<file path="config.mk">
export PLATFORM = sky130hd
export DESIGN_NAME = usptf_ctrl
export DESIGN_NICKNAME = d
export VERILOG_FILES = /design/src/usptf_pkg.sv /design/src/usptf_ctrl.sv
export SDC_FILE = /design/constraint.sdc
export NUM_CORES = 1
export LEC_CHECK = 0
export ABC_AREA = 1
export BUFFER_PORTS_ARGS = -buffer_cell sky130_fd_sc_hd__buf_2
export CAP_MARGIN = 20
export CORE_ASPECT_RATIO = 1.5
export CORE_MARGIN = 1
export CORE_UTILIZATION = 44
export CTS_CLUSTER_DIAMETER = 80
export DETAILED_ROUTE_END_ITERATION = 10
export PLACE_DENSITY_LB_ADDON = 0.25
export SLEW_MARGIN = 20
export SYNTH_ARGS = -nofsm -noshare
export SYNTH_HDL_FRONTEND = slang
export SYNTH_SLANG_ARGS = --single-unit
</file>
<file path="constraint.sdc">
create_clock -name clk -period 6.05 [get_ports clk]
set_clock_uncertainty 0.2 [all_clocks]
set_input_delay 0.605 -clock clk [delete_from_list [all_inputs] [get_ports clk]]
set_output_delay 0.605 -clock clk [all_outputs]
set_load 0.1 [all_outputs]
</file>
<file path="src/usptf_pkg.sv">
// ----------------------------------------------------------------------------
// usptf_pkg
// Shared types, constants and the character filter for the paced text queue.
// ----------------------------------------------------------------------------
package usptf_pkg;

  localparam int unsigned QUEUE_DEPTH_DEF = 4096;

  localparam logic [7:0] CHAR_INTERVAL_RST = 8'd2;
  localparam logic [7:0] PACE_SATURATED    = 8'hFF;

  // Request kinds
  localparam logic KIND_BYTE = 1'b0;
  localparam logic KIND_TICK = 1'b1;

  // UTF-8 lead byte masks and codes
  localparam logic [7:0] LEAD2_MASK = 8'hE0;
  localparam logic [7:0] LEAD2_CODE = 8'hC0;
  localparam logic [7:0] LEAD3_MASK = 8'hF0;
  localparam logic [7:0] LEAD3_CODE = 8'hE0;
  localparam logic [7:0] LEAD4_MASK = 8'hF8;
  localparam logic [7:0] LEAD4_CODE = 8'hF0;

  localparam logic [7:0] CHAR_LF        = 8'h0A;
  localparam logic [7:0] CHAR_TAB       = 8'h09;
  localparam logic [7:0] PRINTABLE_LOW  = 8'h20;
  localparam logic [7:0] PRINTABLE_HIGH = 8'h7E;

  typedef struct packed {
    logic       kind;
    logic [7:0] data_byte;
    logic       last_of_write;
  } in_item_t;

  typedef struct packed {
    logic        char_valid;
    logic [6:0]  char_out;
    logic [11:0] queue_level;
    logic        dropped;
  } out_item_t;

  // Result information known when the request is taken; the character
  // itself follows in the next cycle from the store's registered read.
  typedef struct packed {
    logic        char_valid;
    logic [11:0] queue_level;
    logic        dropped;
  } res_info_t;

  function automatic logic keeps_char(input logic [7:0] c);
    keeps_char = (c == CHAR_LF) || (c == CHAR_TAB) ||
                 ((c >= PRINTABLE_LOW) && (c <= PRINTABLE_HIGH));
  endfunction

endpackage

</file>
<file path="src/usptf_ctrl.sv">
// ----------------------------------------------------------------------------
// usptf_ctrl
// Byte filter, queue pointers and pace counter; drives the store accesses.
// ----------------------------------------------------------------------------
module usptf_ctrl #(
  parameter int unsigned DEPTH = usptf_pkg::QUEUE_DEPTH_DEF,
  parameter int unsigned PTR_W = $clog2(DEPTH)
) (
  input  logic                clk,
  input  logic                rst_n,
  input  logic                in_fire,
  input  usptf_pkg::in_item_t in_item,
  input  logic                cfg_we,
  input  logic [7:0]          cfg_data,
  output logic                mem_we,
  output logic [PTR_W-1:0]    mem_waddr,
  output logic [6:0]          mem_wdata,
  output logic                mem_re,
  output logic [PTR_W-1:0]    mem_raddr,
  output usptf_pkg::res_info_t info
);
  import usptf_pkg::*;

  localparam int unsigned LVL_W = PTR_W + 1;

  logic [PTR_W-1:0] rp_r, rp_nxt, wp_r, wp_nxt, rp_inc, wp_inc;
  logic [1:0]       skip_r, skip_nxt;
  logic             drop_r, drop_nxt;
  logic [7:0]       pace_r, pace_nxt, pace_inc;
  logic [7:0]       interval_r;
  logic [LVL_W-1:0] level;
  logic [7:0]       c;

  assign c         = in_item.data_byte;
  assign rp_inc    = (rp_r == PTR_W'(DEPTH - 1)) ? '0 : rp_r + 1'b1;
  assign wp_inc    = (wp_r == PTR_W'(DEPTH - 1)) ? '0 : wp_r + 1'b1;
  assign pace_inc  = (pace_r == PACE_SATURATED) ? pace_r : pace_r + 8'd1;
  assign mem_waddr = wp_r;
  assign mem_raddr = rp_r;
  assign mem_wdata = c[6:0];

  always_comb begin
    rp_nxt          = rp_r;
    wp_nxt          = wp_r;
    skip_nxt        = skip_r;
    drop_nxt        = drop_r;
    pace_nxt        = pace_r;
    mem_we          = 1'b0;
    mem_re          = 1'b0;
    info.char_valid = 1'b0;
    info.dropped    = 1'b0;
    if (in_fire) begin
      if (in_item.kind == KIND_BYTE) begin
        if (skip_r != 2'd0) begin
          skip_nxt = skip_r - 2'd1;
        end else if (c[7]) begin
          if ((c & LEAD2_MASK) == LEAD2_CODE) begin
            skip_nxt = 2'd1;
          end else if ((c & LEAD3_MASK) == LEAD3_CODE) begin
            skip_nxt = 2'd2;
          end else if ((c & LEAD4_MASK) == LEAD4_CODE) begin
            skip_nxt = 2'd3;
          end
        end else if (keeps_char(c)) begin
          // Once a write has hit a full queue, the rest of it is lost.
          if (drop_r || (wp_inc == rp_r)) begin
            drop_nxt     = 1'b1;
            info.dropped = 1'b1;
          end else begin
            mem_we = 1'b1;
            wp_nxt = wp_inc;
          end
        end
        if (in_item.last_of_write) begin
          skip_nxt = 2'd0;
          drop_nxt = 1'b0;
        end
      end else begin
        pace_nxt = pace_inc;
        if ((rp_r != wp_r) && (pace_inc >= interval_r)) begin
          info.char_valid = 1'b1;
          mem_re          = 1'b1;
          rp_nxt          = rp_inc;
          pace_nxt        = 8'd0;
        end
      end
    end
    if (wp_nxt >= rp_nxt) begin
      level = {1'b0, wp_nxt} - {1'b0, rp_nxt};
    end else begin
      level = {1'b0, wp_nxt} + LVL_W'(DEPTH) - {1'b0, rp_nxt};
    end
    info.queue_level = 12'(level);
  end

  always_ff @(posedge clk) begin
    if (!rst_n) begin
      rp_r       <= '0;
      wp_r       <= '0;
      skip_r     <= 2'd0;
      drop_r     <= 1'b0;
      pace_r     <= PACE_SATURATED;
      interval_r <= CHAR_INTERVAL_RST;
    end else begin
      rp_r   <= rp_nxt;
      wp_r   <= wp_nxt;
      skip_r <= skip_nxt;
      drop_r <= drop_nxt;
      pace_r <= pace_nxt;
      if (cfg_we) begin
        interval_r <= cfg_data;
      end
    end
  end

endmodule

</file>
* Word level (Yosys, flattened, before mapping)
Index checks and enable logic that the tools add are counted.
Cells by class: reduce and logical (&&, ||, !) cells 13, $lt $le $gt $ge 4, add/subtract/negate cells 7, mux-type cells 40, equal/unequal tests 12, bitwise operators 1
Operators with widths (number):
- two-way mux 12 bit | 12
- adder 12 x 1 -> 12 bit, second input constant | 3
- == test 12 bit, second input constant | 2
- subtractor 12 bit | 2
- two-way mux 1 bit | 20
- == test 8 x 4 -> 1 bit, second input constant | 2
- two-way mux 8 bit | 2
- == test 12 bit | 1
- >= comparator 12 bit | 1
- two-way mux 2 bit | 6
- != test 12 bit | 1
- adder 8 x 1 -> 8 bit, second input constant | 1
- == test 8 bit, second input constant | 1
- >= comparator 8 x 6 -> 1 bit, second input constant | 1
- >= comparator 8 bit | 1
- less-or-equal comparator 8 x 7 -> 1 bit, second input constant | 1
- AND reduction 6 bit | 1
- nonzero test 2 bit | 3
- == test 5 bit, second input constant | 1
- nonzero test 5 bit | 1
- == test 4 bit, second input constant | 1
- != test 2 bit, second input constant | 2
- AND reduction 4 bit | 1
- == test 3 bit, second input constant | 1
- 6 further kinds | 9
Word-level totals: output and inout bits 47, register bits 43, logic and storage cells 83, input bits 22

* Depth between registers and ports, before layout
depth after elaboration 13, gate-level depth with buffers 31

* Worst setup path after synthesis
Ideal clock, no wire load.
path type register to output, from register pace_r[0], to output info[11] in the netlist's numbering, buffers on the path 0, required time 5.245 ns, cell stages (with the launch flop) 30, slack -1.041 ns, arrival time 6.286 ns, cell sequence dfxtp_1 ha_1 nand2_1 nor3_1 nand3_1 o21ai_0 ha_1 inv_1 nor2_1 o21ai_0 nand2_1 nand2_1 o2111ai_1 nand3_1 clkinv_1 o21ai_0 inv_1 ha_1 inv_1 fa_1 nand3_1 nand2_1 nand2_1 nand2_1 a21oi_1 o21ai_0 a21oi_1 nor2_1 nor2_1 xnor2_1
RTL lines:
- from (decl) | RTL line usptf_ctrl.sv:29 | logic [7:0] pace_r, pace_nxt, pace_inc;
- from (signal assigned) | RTL line usptf_ctrl.sv:109 | pace_r <= pace_nxt;
- to (decl) | RTL line usptf_ctrl.sv:20 | output usptf_pkg::res_info_t info

==> metrics.md <==
| Metric | Value |
|---|---|
| Status | `finished, final reports clean` |
| Initial core utilization | `a little under half` |
| Post-synthesis cell count | `530` |
| Rows | `39` |
| H-tree depth | `2` |
| Dpl cell area | `a little under 0.004 mm^2` |
| Routed wire length per instance | `~13 um` |
| Post-route cell area | `about 0.0042 mm^2` |
| CP Cell Sequence | `ha_1, nand2_1, nor3_4, nand3_2, nand3_1, xnor2_1, ha_1, nand2_1, nor2_1, nand4_1, o2111ai_1, nand3_2, buf_4, nor3_1, xnor2_1, ha_1, a21oi_1, o21ai_0, o21bai_1, a21o_1, a21oi_2, xor2_4, buf_4` |
| CTS sink cnt | `43` |
| Final Max Tran Viols | `0` |
| Via density | `approximately 5.1` |
| Die height | `111.4 um` |
| Remaining DRCs | `0` |
| Final WS setup | `~440 ps` |
| CORE AREA | `approximately 0.0077 mm^2` |
| Syn nets | `around 580` |
| Unique masters post-synth | `45` |
| GP Congestion | `0.8899` |
| Max Cap Viol | `0` |
| Finished Core Util | `54.58%` |
| Grt ovf | `0` |
| # fillers | `between 700 and 800` |
| First-pass GRT wire length | `roughly 15,000 um` |
| Warnings, synthesis | `0` |
| CP Capture Type | `primary output` |
| Reg2Reg Depth | `16` |
| Total die area | `~0.0083 mm^2` |
| VDD IR-drop max | `around 0.00016 V` |
| Share of cells above drive strength 1 | `19.80%` |
| Final period utilization | `a little over 90%` |
| FMAX | `approximately 180 MHz` |
| Final hold vios | `0` |
| Die X | `~75 um` |
| P_leak | `2.020 nW` |
| Clk buf depth | `2` |
| Period minus WS final | `5613 ps` |
| Initial drt markers | `140` |
| Final setup vio count | `0` |
| Worst-Margin Slew | `just under 900 ps` |
| Initial antenna violation count | `0` |
| Ports | `69` |
| Dpl ws | `roughly 170 ps` |
| Vias | `3,560` |
| Num CTS Buffers | `5` |
| Setup TNS | `0 ps` |
| Clk root buf | `clkbuf_16` |
| Most common cell on crit path | `ha_1` |
| WP data required | `around 5200 ps` |
| Layout area overhead | `19.10%` |
| CTS Hold Buffers Added | `0` |
| CP peak stage delay | `between 300 and 400 ps` |
| Seq cells post-synth | `43` |
| Seq/Total Area, Yosys | `about 25%` |
| Hold Crit Depth | `2` |
| Family with the most delay on the worst path | `simple AND/OR/NAND/NOR gates` |
| Nets | `about 640` |
| Dpl hpwl | `between 7000 and 8000 um` |
| Worst-path fanout max | `5` |
| Clk slew on worst S/H paths | `roughly 60 ps` |
| Slew headroom | `about two fifths` |
| Diodes inserted | `0` |
| Drt pass-1 iters | `4` |
| Number of global-route vias before repair | `3,405` |
| Crit path launch type | `register` |
| Arrival time at the worst endpoint | `about 4800 ps` |
| Mapped Area | `0.003511 mm^2` |
| P per Cell Area | `roughly 260 mW/mm^2` |
| Final WL | `around 9000 um` |
| Kind of critical path | `register to primary output` |
| Syn_area_per_cell | `roughly 6.6 um^2` |
| Largest net degree at the start of global routing | `28` |
| TritonCTS clock tree | `built` |
| Slowest CP cell | `dfxtp_1` |
| IO buf count | `68` |
| RSZ-0062 raised after global routing | `true` |
| Worst-Skew Late Latency | `around 290 ps` |
| Hold crit path type | `register to register` |
| WP depth | `23` |
| Post-route ant nets | `0` |
| CP bufs+invs | `2` |
| Total Routing Usage GR | `23.59%` |
## synth_stat cells (all sizes together)
master   instances  area, um^2
buf             12       102.6
a21boi           2       15.02
o2111ai          1       8.760
xor2            16       140.1
ha              22       275.3
a21oi           38       193.9
o211ai           2       15.01
o21ai           35       201.5
or2              1       6.260
a31oi            1       6.260
o31ai            1       7.510
fa               1       20.02
nor3            10       50.05
o21a             1       7.510
and2             6       37.54
nor4             1       6.260
a311oi           1       8.760
o21bai           2       15.01
a21o             1       7.510
nand3           43       245.2
o311ai           1       8.760
nand2          119       459.2
nor2            53       224.0
dfxtp           43       860.8
clkbuf           7       26.28
inv             69       259.0
nand3b           3       22.52
xnor2           19       166.4
or3              1       6.260
nand4           16       100.1
clkinv           2       7.510
## area by class of cell
class / count / area, um^2 / share of cell area (%)
inverter: 71 / 269.0 / 6.433
clock inverter: 2 / 35.03 / 0.8378
timing repair buffer: 71 / 395.4 / 9.455
multi-input combinational: 398 / 2355 / 56.31
tap: 102 / 127.6 / 3.052
sequential: 43 / 860.8 / 20.59
clock buffer: 6 / 138.9 / 3.321
## placed cells by master (no fill, tap or decap), types with 2 or more instances in the layout
cell type    n
clkbuf_16    5
nand3_2      3
o211ai_1     2
a21oi_1     35
nand2_1    115
nand3b_1     3
nand3_4      2
inv_2        3
nor2_1      47
ha_1        22
nor2_4       2
nand4_1     16
nor2_2       4
nand3_1     39
xor2_2       3
inv_1       66
buf_2       65
buf_12       2
dfxtp_1     43
o21ai_1      7
o21bai_1     2
nand2_2      3
o21ai_0     21
o21ai_2      7
xnor2_1     17
buf_4        4
xnor2_2      2
a21oi_2      3
nor3_1       9
xor2_1      12
and2_1       6
## tightest hold or removal path, stage by stage (launching register included)
cell and delay (ps):
dfxtp_1 300, inv_1 60, a21oi_1 60
## sequential cells by signal (all words and copies together) (netlist names)
signal      cells
pace_r          8
drop_r          1
skip_r          2
mem_waddr      12
mem_raddr      12
interval_r      8
## where the power goes
group	internal, mW	switching [mW]	leakage, nW
Clock	0.205	0.113	0.0868
Sequential	0.294	0.0107	0.351
Combinational	0.116	0.328	1.58
Total	0.616	0.452	2.02
## layer usage
metal  wire, um  track usage (%)  up-vias
li1           -                -     1847
met1       3647            25.78     1594
met2       4716            41.56       92
met3        311            3.439       27
met4        402            13.58        0
met5          0                0        -
## final timing paths
path                   endpoint  slack (ps)           from
hold reg to reg   interval_r[7]         260  interval_r[7]
hold / removal    interval_r[7]         260  interval_r[7]
setup / recovery       info[10]         440      pace_r[0]
setup reg to reg   mem_raddr[7]        2840      pace_r[0]
## per-stage QoR
step                std cells  total power, mW  hold WS [ps]
floorplan                 530           0.6593         234.7
global placement          682           0.7356         260.2
detailed placement        682           0.7409         259.1
CTS                       690            1.064         267.5
global route              693            1.120         291.4
finish                    693            1.068         262.9
## timing repair
action,CTS,global route
setup endpoints to repair,4,5
pin swaps,0,3
gates cloned,0,1
resized for setup,2,13
buffers inserted,0,2
## logic make-up (layout without fill, tap and decap cells)
family | after synthesis | count (layout) | synth area share [%]
buf+inv | 90 | 150 | 11.26
xor+xnor | 35 | 35 | 8.731
simple gates | 253 | 254 | 32.97
fa+ha+maj | 23 | 23 | 8.410
flops | 43 | 43 | 24.52
compound gates | 86 | 86 | 14.11
Power figures use the tool's default switching activity.
